[config.mk]
export PLATFORM = sky130hd
export DESIGN_NAME = source_byte_tokenizer_core
export DESIGN_NICKNAME = d
export VERILOG_FILES = /design/src/hw/rtl/sbt_pkg.sv /design/src/hw/rtl/sbt_front.sv /design/src/hw/rtl/sbt_back.sv /design/src/hw/rtl/source_byte_tokenizer_core.sv
export SDC_FILE = /design/constraint.sdc
export NUM_CORES = 1
export LEC_CHECK = 0
export ABC_AREA = 1
export BUFFER_PORTS_ARGS = -buffer_cell sky130_fd_sc_hd__buf_4
export CAP_MARGIN = 25
export CORE_MARGIN = 4
export CORE_UTILIZATION = 45
export CTS_BUF_LIST = sky130_fd_sc_hd__clkbuf_8
export DETAILED_ROUTE_END_ITERATION = 10
export HOLD_SLACK_MARGIN = 0.06
export PLACE_DENSITY = 0.59
export SLEW_MARGIN = 20
export SYNTH_ARGS = -nofsm -noshare
export SYNTH_HDL_FRONTEND = slang
export SYNTH_SLANG_ARGS = --single-unit
[constraint.sdc]
create_clock -name clk -period 8.86 [get_ports clk]
set_clock_uncertainty 0.05 [all_clocks]
set_input_delay 0.886 -clock clk [delete_from_list [all_inputs] [get_ports clk]]
set_output_delay 0.886 -clock clk [all_outputs]
set_load 0.1 [all_outputs]
[src/hw/rtl/sbt_pkg.sv]
`default_nettype none
package sbt_pkg;

  localparam int OFFSET_BITS = 20;
  localparam int LINE_BITS   = 16;
  localparam int COLUMN_BITS = 16;

  localparam logic [OFFSET_BITS-1:0] OFF_MAX  = '1;
  localparam logic [LINE_BITS-1:0]   LINE_MAX = '1;
  localparam logic [COLUMN_BITS-1:0] COL_MAX  = '1;

  typedef enum logic [4:0] {
    K_NEWLINE = 5'd0, K_IDENT = 5'd1, K_NUMBER = 5'd2, K_STRING = 5'd3,
    K_UNTERM = 5'd4, K_BADCHAR = 5'd5,
    K_LPAREN = 5'd6, K_RPAREN = 5'd7, K_LBRACE = 5'd8, K_RBRACE = 5'd9,
    K_LBRACK = 5'd10, K_RBRACK = 5'd11, K_COMMA = 5'd12, K_DOT = 5'd13,
    K_AT = 5'd14, K_SEMI = 5'd15, K_PLUS = 5'd16, K_MINUS = 5'd17,
    K_STAR = 5'd18, K_SLASH = 5'd19,
    K_BANG = 5'd20, K_NE = 5'd21, K_ASSIGN = 5'd22, K_EQ = 5'd23,
    K_LT = 5'd24, K_LE = 5'd25, K_GT = 5'd26, K_GE = 5'd27, K_EOF = 5'd28
  } kind_t;

  typedef enum logic [3:0] {
    M_IDLE, M_IDENT, M_INT, M_FRAC, M_STR, M_HASH, M_SLASHC,
    M_BANG, M_EQ, M_LT, M_GT, M_SLASH
  } mode_t;

  typedef enum logic [2:0] {
    C_OTHER, C_SPACE, C_NEWLINE, C_ALPHA, C_DIGIT, C_QUOTE, C_PUNCT
  } cls_t;

  typedef struct packed {
    logic [7:0] char_byte;
    logic       end_marker;
  } in_item_t;

  typedef struct packed {
    logic [4:0]             token_kind;
    logic [LINE_BITS-1:0]   line_number;
    logic [COLUMN_BITS-1:0] column_number;
    logic [OFFSET_BITS-1:0] start_offset;
    logic [OFFSET_BITS-1:0] text_length;
    logic [7:0]             bad_char;
    logic                   last_result;
  } out_item_t;

  // classified byte passed from front to back
  typedef struct packed {
    logic [7:0] char_byte;
    logic       end_marker;
    cls_t       cls;
    logic [4:0] punct_kind;
  } cls_item_t;

  function automatic logic [4:0] punct_of(input logic [7:0] b);
    case (b)
      8'h28: punct_of = K_LPAREN;
      8'h29: punct_of = K_RPAREN;
      8'h7b: punct_of = K_LBRACE;
      8'h7d: punct_of = K_RBRACE;
      8'h5b: punct_of = K_LBRACK;
      8'h5d: punct_of = K_RBRACK;
      8'h2c: punct_of = K_COMMA;
      8'h2e: punct_of = K_DOT;
      8'h40: punct_of = K_AT;
      8'h3b: punct_of = K_SEMI;
      8'h2b: punct_of = K_PLUS;
      8'h2d: punct_of = K_MINUS;
      8'h2a: punct_of = K_STAR;
      default: punct_of = K_NEWLINE;
    endcase
  endfunction

endpackage
`default_nettype wire

[src/hw/rtl/sbt_front.sv]
`default_nettype none
module sbt_front (
  input  wire                   clk,
  input  wire                   rst,
  input  wire                   in_valid,
  output logic                  in_stall,
  input  sbt_pkg::in_item_t     in_item,
  output logic                  q_valid,
  input  wire                   q_stall,
  output sbt_pkg::cls_item_t    q_item
);
  import sbt_pkg::*;

  cls_item_t cls_c;
  logic [7:0] b;

  always_comb begin
    b = in_item.char_byte;
    cls_c.char_byte  = b;
    cls_c.end_marker = in_item.end_marker;
    cls_c.punct_kind = punct_of(b);
    if (b == 8'h20 || b == 8'h09 || b == 8'h0d) cls_c.cls = C_SPACE;
    else if (b == 8'h0a) cls_c.cls = C_NEWLINE;
    else if ((b >= 8'h61 && b <= 8'h7a) || (b >= 8'h41 && b <= 8'h5a)) cls_c.cls = C_ALPHA;
    else if (b >= 8'h30 && b <= 8'h39) cls_c.cls = C_DIGIT;
    else if (b == 8'h22) cls_c.cls = C_QUOTE;
    else if (cls_c.punct_kind != K_NEWLINE) cls_c.cls = C_PUNCT;
    else cls_c.cls = C_OTHER;
  end

  assign in_stall = q_valid && q_stall;

  always_ff @(posedge clk) begin
    if (rst) begin
      q_valid <= 1'b0;
    end else if (!in_stall) begin
      q_valid <= in_valid;
    end
    if (!in_stall && in_valid) q_item <= cls_c;
  end

endmodule
`default_nettype wire

[src/hw/rtl/sbt_back.sv]
`default_nettype none
module sbt_back (
  input  wire                 clk,
  input  wire                 rst,
  input  wire                 q_valid,
  output logic                q_stall,
  input  sbt_pkg::cls_item_t  q_item,
  output logic                out_valid,
  input  wire                 out_stall,
  output sbt_pkg::out_item_t  out_item
);
  import sbt_pkg::*;

  mode_t                  mode;
  logic [LINE_BITS-1:0]   line_cnt;
  logic [COLUMN_BITS-1:0] col_cnt;
  logic [OFFSET_BITS-1:0] byte_off;
  logic [COLUMN_BITS-1:0] tok_col;
  logic [OFFSET_BITS-1:0] tok_off;
  logic [OFFSET_BITS-1:0] tok_len;

  mode_t                  mode_next;
  logic [LINE_BITS-1:0]   line_next;
  logic [COLUMN_BITS-1:0] col_next;
  logic [OFFSET_BITS-1:0] off_next;
  logic [COLUMN_BITS-1:0] tcol_next;
  logic [OFFSET_BITS-1:0] toff_next;
  logic [OFFSET_BITS-1:0] tlen_next;

  // up to two results per item; a two-entry output buffer
  out_item_t r0, r1;
  logic      n0, n1;
  out_item_t buf0, buf1;
  logic [1:0] cnt;

  logic [OFFSET_BITS-1:0] off_inc, len_inc;
  logic [COLUMN_BITS-1:0] col_inc;
  logic [LINE_BITS-1:0]   line_inc;
  logic flushed, do_idle, fire;
  logic [7:0] b;
  cls_t c;

  function automatic out_item_t mk(input logic [4:0] k, input logic [LINE_BITS-1:0] ln,
                                   input logic [COLUMN_BITS-1:0] cl,
                                   input logic [OFFSET_BITS-1:0] of,
                                   input logic [OFFSET_BITS-1:0] ln2, input logic [7:0] bd);
    out_item_t r;
    r.token_kind = k; r.line_number = ln; r.column_number = cl;
    r.start_offset = of; r.text_length = ln2; r.bad_char = bd; r.last_result = 1'b0;
    return r;
  endfunction

  assign off_inc  = (byte_off == OFF_MAX) ? byte_off : byte_off + 1'b1;
  assign col_inc  = (col_cnt == COL_MAX) ? col_cnt : col_cnt + 1'b1;
  assign line_inc = (line_cnt == LINE_MAX) ? line_cnt : line_cnt + 1'b1;
  assign len_inc  = (tok_len == OFF_MAX) ? tok_len : tok_len + 1'b1;

  // accept only when buffer has room for two results
  assign q_stall = (cnt != 2'd0) && !(cnt == 2'd1 && !out_stall);
  assign fire = q_valid && !q_stall;
  assign b = q_item.char_byte;
  assign c = q_item.cls;

  always_comb begin
    mode_next = mode; line_next = line_cnt; col_next = col_cnt; off_next = byte_off;
    tcol_next = tok_col; toff_next = tok_off; tlen_next = tok_len;
    r0 = '0; r1 = '0; n0 = 1'b0; n1 = 1'b0;
    flushed = 1'b0; do_idle = 1'b0;

    // flush token of current mode into r0
    case (mode)
      M_IDENT:       r0 = mk(K_IDENT, line_cnt, tok_col, tok_off, tok_len, 8'd0);
      M_INT, M_FRAC: r0 = mk(K_NUMBER, line_cnt, tok_col, tok_off, tok_len, 8'd0);
      M_STR:         r0 = mk(K_UNTERM, line_cnt, tok_col, tok_off, tok_len, 8'd0);
      M_SLASH: r0 = mk(K_SLASH, line_cnt, tok_col, tok_off, OFFSET_BITS'(1), 8'd0);
      M_BANG:  r0 = mk(K_BANG, line_cnt, tok_col, tok_off, OFFSET_BITS'(1), 8'd0);
      M_EQ:    r0 = mk(K_ASSIGN, line_cnt, tok_col, tok_off, OFFSET_BITS'(1), 8'd0);
      M_LT:    r0 = mk(K_LT, line_cnt, tok_col, tok_off, OFFSET_BITS'(1), 8'd0);
      M_GT:    r0 = mk(K_GT, line_cnt, tok_col, tok_off, OFFSET_BITS'(1), 8'd0);
      default: r0 = '0;
    endcase
    flushed = (mode == M_IDENT || mode == M_INT || mode == M_FRAC || mode == M_STR ||
               mode == M_SLASH || mode == M_BANG || mode == M_EQ || mode == M_LT ||
               mode == M_GT);

    if (q_item.end_marker) begin
      n0 = flushed;
      r1 = mk(K_EOF, line_cnt, col_cnt, byte_off, '0, 8'd0);
      n1 = 1'b1;
      mode_next = M_IDLE; line_next = LINE_BITS'(1); col_next = COLUMN_BITS'(1);
      off_next = '0; tcol_next = COLUMN_BITS'(1); toff_next = '0; tlen_next = '0;
    end else begin
      case (mode)
        M_IDENT: begin
          if (c == C_ALPHA || c == C_DIGIT || b == 8'h5f) begin
            tlen_next = len_inc; off_next = off_inc; col_next = col_inc;
          end else begin
            n0 = 1'b1; do_idle = 1'b1;
          end
        end
        M_INT, M_FRAC: begin
          if (c == C_DIGIT) begin
            tlen_next = len_inc; off_next = off_inc; col_next = col_inc;
          end else if (mode == M_INT && b == 8'h2e) begin
            tlen_next = len_inc; off_next = off_inc; col_next = col_inc;
            mode_next = M_FRAC;
          end else begin
            n0 = 1'b1; do_idle = 1'b1;
          end
        end
        M_STR: begin
          if (c == C_QUOTE) begin
            r0 = mk(K_STRING, line_cnt, tok_col, tok_off, tok_len, 8'd0);
            n0 = 1'b1; off_next = off_inc; col_next = col_inc; mode_next = M_IDLE;
          end else if (c != C_NEWLINE) begin
            tlen_next = len_inc; off_next = off_inc; col_next = col_inc;
          end else begin
            n0 = 1'b1; do_idle = 1'b1;
          end
        end
        M_HASH, M_SLASHC: begin
          if (c != C_NEWLINE) begin
            off_next = off_inc; col_next = col_inc;
          end else do_idle = 1'b1;
        end
        M_SLASH: begin
          if (b == 8'h2f) begin
            off_next = off_inc; col_next = col_inc; mode_next = M_SLASHC;
          end else begin
            n0 = 1'b1; do_idle = 1'b1;
          end
        end
        M_BANG, M_EQ, M_LT, M_GT: begin
          if (b == 8'h3d) begin
            r0.token_kind = r0.token_kind + 5'd1;
            r0.text_length = OFFSET_BITS'(2);
            n0 = 1'b1; off_next = off_inc; col_next = col_inc; mode_next = M_IDLE;
          end else begin
            n0 = 1'b1; do_idle = 1'b1;
          end
        end
        default: do_idle = 1'b1;
      endcase

      if (do_idle) begin
        mode_next = M_IDLE;
        if (c == C_SPACE) begin
          off_next = off_inc; col_next = col_inc;
        end else if (c == C_NEWLINE) begin
          r1 = mk(K_NEWLINE, line_cnt, col_cnt, byte_off, OFFSET_BITS'(1), 8'd0); n1 = 1'b1;
          off_next = off_inc; line_next = line_inc; col_next = COLUMN_BITS'(1);
        end else if (b == 8'h23) begin
          off_next = off_inc; col_next = col_inc; mode_next = M_HASH;
        end else if (c == C_QUOTE) begin
          tcol_next = col_cnt; off_next = off_inc; col_next = col_inc;
          toff_next = off_inc; tlen_next = '0; mode_next = M_STR;
        end else if (c == C_ALPHA || c == C_DIGIT || b == 8'h5f || b == 8'h2f ||
                     b == 8'h21 || b == 8'h3d || b == 8'h3c || b == 8'h3e) begin
          tcol_next = col_cnt; toff_next = byte_off; tlen_next = OFFSET_BITS'(1);
          off_next = off_inc; col_next = col_inc;
          if (c == C_DIGIT) mode_next = M_INT;
          else if (b == 8'h2f) mode_next = M_SLASH;
          else if (b == 8'h21) mode_next = M_BANG;
          else if (b == 8'h3d) mode_next = M_EQ;
          else if (b == 8'h3c) mode_next = M_LT;
          else if (b == 8'h3e) mode_next = M_GT;
          else mode_next = M_IDENT;
        end else if (c == C_PUNCT) begin
          r1 = mk(q_item.punct_kind, line_cnt, col_cnt, byte_off, OFFSET_BITS'(1), 8'd0);
          n1 = 1'b1; off_next = off_inc; col_next = col_inc;
        end else begin
          r1 = mk(K_BADCHAR, line_cnt, col_cnt, byte_off, OFFSET_BITS'(1), b);
          n1 = 1'b1; off_next = off_inc; col_next = col_inc;
        end
      end
    end

    if (n1) r1.last_result = 1'b1;
    else r0.last_result = 1'b1;
  end

  assign out_valid = (cnt != 2'd0);
  assign out_item  = buf0;

  always_ff @(posedge clk) begin
    logic pop;
    logic [1:0] left;
    pop = out_valid && !out_stall;
    left = cnt - {1'b0, pop};
    if (rst) begin
      cnt <= 2'd0;
      mode <= M_IDLE;
      line_cnt <= LINE_BITS'(1);
      col_cnt <= COLUMN_BITS'(1);
      byte_off <= '0;
      tok_col <= COLUMN_BITS'(1);
      tok_off <= '0;
      tok_len <= '0;
    end else begin
      if (pop && cnt == 2'd2) buf0 <= buf1;
      if (fire) begin
        mode <= mode_next; line_cnt <= line_next; col_cnt <= col_next;
        byte_off <= off_next; tok_col <= tcol_next; tok_off <= toff_next;
        tok_len <= tlen_next;
        // left is 0 here
        if (n0) begin
          buf0 <= r0;
          if (n1) buf1 <= r1;
        end else if (n1) begin
          buf0 <= r1;
        end
        cnt <= left + {1'b0, n0} + {1'b0, n1};
      end else begin
        cnt <= left;
      end
    end
  end

endmodule
`default_nettype wire

[src/hw/rtl/source_byte_tokenizer_core.sv]
// Bytes pass through the classify stage, then the scan stage, which writes tokens to the output buffer.
// One byte per cycle while each byte yields at most one token and out_stall is low;
// a byte that yields two tokens holds input while the two-entry output buffer drains.
// Reset (rst, synchronous): scanner idle, line 1, column 1, offset 0, buffers empty.
`default_nettype none
module source_byte_tokenizer_core (
  input  wire                  clk,
  input  wire                  rst,
  input  wire                  in_valid,
  output logic                 in_stall,
  input  sbt_pkg::in_item_t    in_item,
  output logic                 out_valid,
  input  wire                  out_stall,
  output sbt_pkg::out_item_t   out_item
);
  import sbt_pkg::*;

  logic      q_valid, q_stall;
  cls_item_t q_item;

  sbt_front u_front (
    .clk(clk), .rst(rst), .in_valid(in_valid), .in_stall(in_stall), .in_item(in_item),
    .q_valid(q_valid), .q_stall(q_stall), .q_item(q_item)
  );

  sbt_back u_back (
    .clk(clk), .rst(rst), .q_valid(q_valid), .q_stall(q_stall), .q_item(q_item),
    .out_valid(out_valid), .out_stall(out_stall), .out_item(out_item)
  );

endmodule
`default_nettype wire
==> reports/qor.txt, run 1 <==
Reg clk slew, reported paths -> 0.06 ns
Post-CTS Setup Inserts -> 0
total track usage -> 23.4%
starting density of the core -> 46.0%
maximum vdd drop -> 250 uV
Slew headroom -> 35.1%
met3 Track Usage GR -> 3.10%
# clock sinks -> 284
post-synthesis cell count -> 2,316
Buffers on Ports -> 100
RSZ-0062 raised after global routing -> false
chip height -> 199 um
setup TNS -> 0 ns
WL/cell -> 16.1 um
maxcap violations -> 0
CP Launch Type -> flip-flop
GRT busiest layer -> met2
power share of the combinational group -> 39.9%
gr ovfl total -> 0
outcome -> complete, no violations
M2 GR Usage -> 38.9%
clock network power share -> 24.7%
register area share after synthesis -> 44.8%
cts bufs inserted -> 50
Vias/cell -> 5.21
pre-CTS WS -> 3.49 ns
Pleak -> 8.07 nW
row cnt -> 69
Worst Path Arrival -> 5.33 ns
fin crit period -> 5.16 ns
Crit path required time -> 9.03 ns
Sw Pwr -> 2.11 mW
iteration count of the initial detailed-routing pass -> 5
CP top delay family -> simple AND/OR/NAND/NOR gates
antenna diode count -> 0
core area -> 35,800 um^2
clk_lat worst skew -> 0.61 ns
flops & latches, synth -> 284
CP dominant cell by count -> nand2_1
FFs w/ async S/R, synth -> 0%
Multi-input gate area -> 7690 um^2
critical path class -> reg -> reg
Max FO, Critical Path -> 54
Post-Syn Area -> 16,500 um^2
Power Internal -> 2.64 mW
CTS Hold Bufs -> 0
Slew Viols, Final -> 0
DRT antenna net count -> 0
Resize count post-CTS -> 0
Post-synth top flop -> edfxtp_1
EDFF count, synth -> 169
grt met1 use -> 32.0%
area grow syn2layout -> 11.9%
antenna violations before repair -> 0
Ports -> 101
worst path bufs/invs -> 4
Avg Inst Size Synth -> 7.11 um^2
# H-tree levels -> 2
final core occ -> 51.5%
hold crit path type -> reg -> reg
final hold vios -> 0
via count -> 15,000
sequential power share -> 35.4%
largest buffer count on any clock path -> 3
layout cells sized above 1 -> 10.1%
Fillers -> 3,643
DR iter-0 viols -> 1,065
Distinct cells, synth -> 46
Crit-path slowest cell -> nor3_2
vias in the first global route -> 14,500
Switching Share -> 44.5%
post-synth net total -> 2,336
critical path endpoint category -> flip-flop
first-pass GRT wire length -> 75,400 um
Root Buffer Master -> clkbuf_8
register area -> 7380 um^2
Final Cycle Share -> 58.2%
CTS tree -> built
final worst setup slack -> 3.70 ns
Final nets -> 2,395
Power Density -> 257 nW/um^2
Die Width -> 199 um
setup violators final -> 0
post-detailed-routing wire length -> 46,400 um
CP Cell Sequence -> inv_2 -> nand2_1 -> nor2_4 -> o21ai_1 -> nand2_1 -> nor2_1 -> nand2_1 -> nand2_1 -> nor2_4 -> buf_4 -> inv_1 -> nor3_2 -> buf_4
Inst Count DP -> 2,783
slowest stage delay, CP -> 0.88 ns
largest net degree at the start of global routing -> 108
Worst Tran Pin Value -> 0.969 ns
gpl congestion -> 0.920
DP HPWL -> 30,100 um
Yosys warning total -> 0
die area -> 39,700 um^2
DRC errors left -> 0
final non-filler cell total -> 2,876
f_max -> 194 MHz
state kept, by name, indices dropped and copies added (netlist names), 2 cells and up:
register,count
u_back.byte_off,20
u_back.cnt,2
u_front.q_item,17
u_back.tok_col,16
u_back.mode,4
u_back.tok_len,20
u_back.line_cnt,16
u_back.out_item,86
u_back.tok_off,20
u_back.buf1,66
u_back.col_cnt,16
stage by stage:
step                      hold slack, ns  power, mW  instance area (um^2)
after CTS                          0.369       4.79                 18400
after global routing               0.390       5.04                 18400
final                              0.413       4.74                 18400
after global placement             0.402       3.58                 17400
after floorplan                    0.387       3.19                 16500
after detailed placement           0.404       3.60                 17500
cells in the final DEF, fill, tap and decap left out, types with 37 or more instances in the layout:
master / Yosys / final
nand2_1: 814 / 813
inv_1: 217 / 240
nor2_1: 220 / 219
edfxtp_1: 169 / 169
nand3_1: 158 / 157
buf_4: 6 / 117
o21ai_0: 116 / 116
dfxtp_1: 115 / 115
a21oi_1: 101 / 101
clkbuf_8: 0 / 55
o21ai_1: 47 / 47
nor3_1: 39 / 38
nand4_1: 37 / 37
metal layers:
layer,share of wire [%],vias to the layer above
met4,2.3,0
li1,-,7629
met5,0,-
met3,4.3,73
met2,47,333
met1,47,6941
worst paths after layout:
| path | startpoint | endpoint | slack, ns | cells past startpoint |
|---|---|---|---|---|
| worst max-delay path | u_front.q_item[6] | u_back.buf1[33] | 3.70 | 13 |
| worst min-delay path | u_back.tok_col[9] | u_back.tok_col[9] | 0.41 | 2 |
| worst min register to register | u_back.tok_col[9] | u_back.tok_col[9] | 0.41 | 2 |
| worst max register to register | u_front.q_item[6] | u_back.buf1[33] | 3.70 | 13 |
power groups by stage:
stage | clock network, mW | registers, mW | logic (mW)
after floorplan | 0 | 2.28 | 0.910
after global placement | 0 | 1.71 | 1.88
after detailed placement | 0 | 1.71 | 1.90
after CTS | 1.21 | 1.68 | 1.90
after global routing | 1.27 | 1.69 | 2.07
final | 1.17 | 1.68 | 1.89
area by class of cell:
cell class | instances | area share, %
timing repair buffer | 120 | 5.17
clock buffer | 55 | 4.10
inverter | 237 | 4.85
clock inverter | 37 | 1.07
tap | 461 | 3.13
multi-input combinational | 1682 | 41.7
sequential | 284 | 40.0
cell usage after synthesis, types with 3 or more instances:
master,n,area share (%)
ha_1,6,0.46
inv_2,17,0.39
nand2_4,3,0.20
o21ai_0,116,3.5
nor2_1,220,5.0
nand2_2,5,0.19
o22ai_1,4,0.15
dfxtp_1,115,14
buf_2,26,0.79
nor3_1,39,1.2
inv_1,217,4.9
mux2i_1,7,0.43
nand3_1,158,4.8
o21ai_1,47,1.4
clkbuf_1,61,1.4
edfxtp_1,169,31
nand4_1,37,1.4
buf_6,10,0.68
buf_4,6,0.27
a21oi_1,101,3.1
nor4_1,6,0.23
a21boi_0,3,0.14
a31oi_1,4,0.15
xor2_1,33,1.8
nor3b_1,3,0.14
o211ai_1,10,0.46
nor2_4,3,0.20
o21a_1,16,0.73
nand3_2,5,0.30
nand2_1,814,19
o2111ai_1,3,0.16
or2_2,5,0.19
nor2_2,15,0.57
xnor2_1,4,0.21
nand3b_1,6,0.27
buf_1,10,0.23
worst register-to-register path, cell delays in order (launching register included):
cell      delay, ns
edfxtp_1       0.43
inv_2          0.09
nand2_1        0.12
nor2_4         0.44
o21ai_1        0.18
nand2_1        0.10
nor2_1         0.05
nand2_1        0.05
nand2_1        0.29
nor2_4         0.17
buf_4          0.50
inv_1          0.58
nor3_2         0.89
buf_4          0.80
cells by family after synthesis:
logic type               after synthesis  synth area share (%)
AO/OA/AOI/OAI                        311                  10.2
multiplexers                           7                 0.425
adder cells (fa/ha/maj)                7                 0.577
buffers and inverters                350                  8.78
AND/OR/NAND/NOR                     1320                  33.3
XOR/XNOR                              37                  1.97
flip-flops                           284                  44.8
(Power assumes the default switching activity.)
==> run 2, diff against run 1 <==
PLACE_DENSITY = 0.61   (was 0.59)
clock period = 4.7 ns   (was 8.86 ns; I/O delays follow)
==> run 2 against run 1 <==
Combinational power rose by 88%. Design area rose by 0.89%. Setup slack got worse by 3.0 ns. First-iteration DRC count rose by 8.9%. Sequential share of layout area fell by 0.35 points. Register-to-register slack got worse by 3.0 ns. Critical path depth rose by 3.
==> reports/qor.txt, run 2 (synthesized netlist as in run 1, its figures left out) <==
setup TNS -> 0 ns (unchanged)
hold crit path type -> in -> reg (was reg -> reg)
core area -> 35,800 um^2 (unchanged)
DRC errors left -> 0 (unchanged)
Power Density -> 482 nW/um^2 (was 257 nW/um^2)
largest net degree at the start of global routing -> 75 (was 108)
sequential power share -> 35.4% (about the same)
largest buffer count on any clock path -> 3 (unchanged)
clock network power share -> 24.9% (was 24.7%)
row cnt -> 69 (unchanged)
DR iter-0 viols -> 1,160 (was 1,065)
DP HPWL -> 30,600 um (was 30,100 um)
worst hold stages -> 2 (unchanged)
DRT antenna net count -> 0 (unchanged)
most frequent cells in the layout -> nand2_1 (813), inv_1 (242), nor2_1 (219), edfxtp_1 (169), nand3_1 (157) (was nand2_1 (813), inv_1 (240), nor2_1 (219), edfxtp_1 (169), nand3_1 (157))
die area -> 39,700 um^2 (unchanged)
Crit Reg-Reg Startpoint -> u_front.q_item[6] (unchanged)
layout cells sized above 1 -> 10.5% (was 10.1%)
Die Width -> 199 um (unchanged)
# clock sinks -> 284 (unchanged)
grt met1 use -> 31.5% (was 32.0%)
area grow syn2layout -> 12.9% (was 11.9%)
Slew headroom -> 31.6% (was 35.1%)
final hold slack -> 0.237 ns (was 0.413 ns)
# H-tree levels -> 2 (unchanged)
post-detailed-routing wire length -> 46,200 um (was 46,400 um)
met3 Track Usage GR -> 3.95% (was 3.10%)
f_max -> 250 MHz (was 194 MHz)
iteration count of the initial detailed-routing pass -> 5 (unchanged)
fin crit period -> 4.00 ns (was 5.16 ns)
Largest register FFs -> 86 (unchanged)
setup violators final -> 0 (unchanged)
Sw Pwr -> 3.99 mW (was 2.11 mW)
maxcap violations -> 0 (unchanged)
antenna violations before repair -> 0 (unchanged)
Root Buffer Master -> clkbuf_8 (unchanged)
most common library cell in the layout ignoring fill and taps -> nand2_1 (unchanged)
r2r setup slk -> 0.70 ns (was 3.70 ns)
Resize count post-CTS -> 0 (unchanged)
via count -> 15,200 (was 15,000)
Worst Tran Pin Value -> 1.02 ns (was 0.969 ns)
gr ovfl total -> 0 (unchanged)
Ports -> 101 (unchanged)
vias in the first global route -> 14,400 (was 14,500)
RSZ-0062 raised after global routing -> false (unchanged)
worst hold start -> rst (was u_back.tok_col[9])
M2 GR Usage -> 38.0% (was 38.9%)
antenna diode count -> 0 (unchanged)
maximum vdd drop -> 359 uV (was 250 uV)
hold endpoint -> u_back.buf1[64] (was u_back.tok_col[9])
clk_lat worst skew -> 0.62 ns (was 0.61 ns)
terminus of the critical flop-to-flop path -> u_back.out_item[63] (was u_back.buf1[33])
outcome -> complete, no violations (unchanged)
gpl congestion -> 0.905 (was 0.920)
WL/cell -> 16.0 um (was 16.1 um)
Final Cycle Share -> 85.2% (was 58.2%)
Max FO, Critical Path -> 59 (was 54)
Power Internal -> 4.98 mW (was 2.64 mW)
Final nets -> 2,412 (was 2,395)
Switching Share -> 44.5% (about the same)
R2R depth -> 16 (was 13)
GRT busiest layer -> met2 (unchanged)
first-pass GRT wire length -> 74,700 um (was 75,400 um)
final hold vios -> 0 (unchanged)
total track usage -> 23.0% (was 23.4%)
critical path endpoint category -> flip-flop (unchanged)
Reg clk slew, reported paths -> 0.06 ns (about the same)
starting density of the core -> 46.0% (unchanged)
Fillers -> 3,550 (was 3,643)
Crit path required time -> 5.02 ns (was 9.03 ns)
CTS tree -> built (unchanged)
cts bufs inserted -> 51 (was 50)
Slew Viols, Final -> 0 (unchanged)
CP Launch Type -> flip-flop (unchanged)
final core occ -> 51.9% (was 51.5%)
Worst Path Arrival -> 4.32 ns (was 5.33 ns)
critical path class -> reg -> reg (unchanged)
Vias/cell -> 5.25 (was 5.21)
Pleak -> 8.16 nW (was 8.07 nW)
Buffers on Ports -> 100 (unchanged)
power share of the combinational group -> 39.7% (was 39.9%)
chip height -> 199 um (unchanged)
[run 2: changes by cell type in the layout (fill, tap and decap cells not counted), sizes merged]
cell,previous run,this run
dlygate4sd3,0,10
clkbuf,55,62
clkinv,11,4
buf,120,126
inv,260,263
bufinv,2,0
[run 2: what timing repair did]
action | 4_1_cts | 5_1_grt
endpoints found under the setup margin | 0 | 0
hold endpoints to repair | 10 | 0
setup buffers | 0 | 0
hold buffers | 10 | 0
[run 2: cell type report]
cell class / instances / area [um^2] / area share (%)
clock buffer: 62 / 853 / 4.59
clock inverter: 31 / 129 / 0.693
inverter: 237 / 895 / 4.81
multi-input combinational: 1682 / 7690 / 41.3
sequential: 284 / 7380 / 39.6
tap: 461 / 577 / 3.10
timing repair buffer: 136 / 1080 / 5.82
[run 2: per-layer routing]
metal / vias to the layer above / wire (um)
met5: - / 0
met4: 0 / 852
met3: 58 / 2430
met2: 390 / 21600
met1: 7078 / 21400
li1: 7664 / -
[run 2: power groups by stage]
stage	combinational, mW	clock (mW)	sequential (mW)
4_1_cts	3.56	2.30	3.18
5_1_grt	3.87	2.42	3.21
3_5_place_dp	3.55	0	3.23
6_report	3.56	2.24	3.17
2_1_floorplan	1.72	0	4.29
3_3_place_gp	3.52	0	3.22
[run 2: worst max-delay path, stage by stage, from the launching register on]
cell and delay, ns:
edfxtp_1 0.43, inv_2 0.10, nand2_1 0.12, nor2_4 0.09, buf_4 0.24, inv_2 0.27, nand2_1 0.19, inv_1 0.05
nand3_1 0.30, nand2_1 0.15, nand3_2 0.16, nand2_4 0.15, inv_4 0.52, buf_4 0.59, o21ai_0 0.18, nand2_1 0.09
nand2_1 0.06
[run 2: stage by stage]
| step | area [um^2] | power [mW] | cells | worst slack (ns) |
|---|---|---|---|---|
| 6_report | 18600 | 8.97 | 2893 | 0.697 |
| 5_1_grt | 18600 | 9.49 | 2893 | 0.349 |
| 4_1_cts | 18600 | 9.04 | 2893 | 0.729 |
| 3_5_place_dp | 17500 | 6.77 | 2790 | 0.721 |
| 3_3_place_gp | 17500 | 6.74 | 2790 | 0.838 |
| 2_1_floorplan | 16500 | 6.01 | 2316 | 0.965 |
[run 2: worst max path at each step]
| stage | start | slack (ns) | depth (start not counted) | end |
|---|---|---|---|---|
| 6_report | u_front.q_item[6] | 0.70 | 16 | u_back.out_item[63] |
| 4_1_cts | u_front.q_item[6] | 0.73 | 16 | u_back.out_item[63] |
| 5_1_grt | u_front.q_item[6] | 0.35 | 16 | u_back.out_item[61] |
| 2_1_floorplan | rst | 0.97 | 4 | u_back.tok_off[16] |
| 3_3_place_gp | u_front.q_item[6] | 0.84 | 16 | u_back.out_item[61] |
| 3_5_place_dp | u_front.q_item[6] | 0.72 | 16 | u_back.out_item[62] |
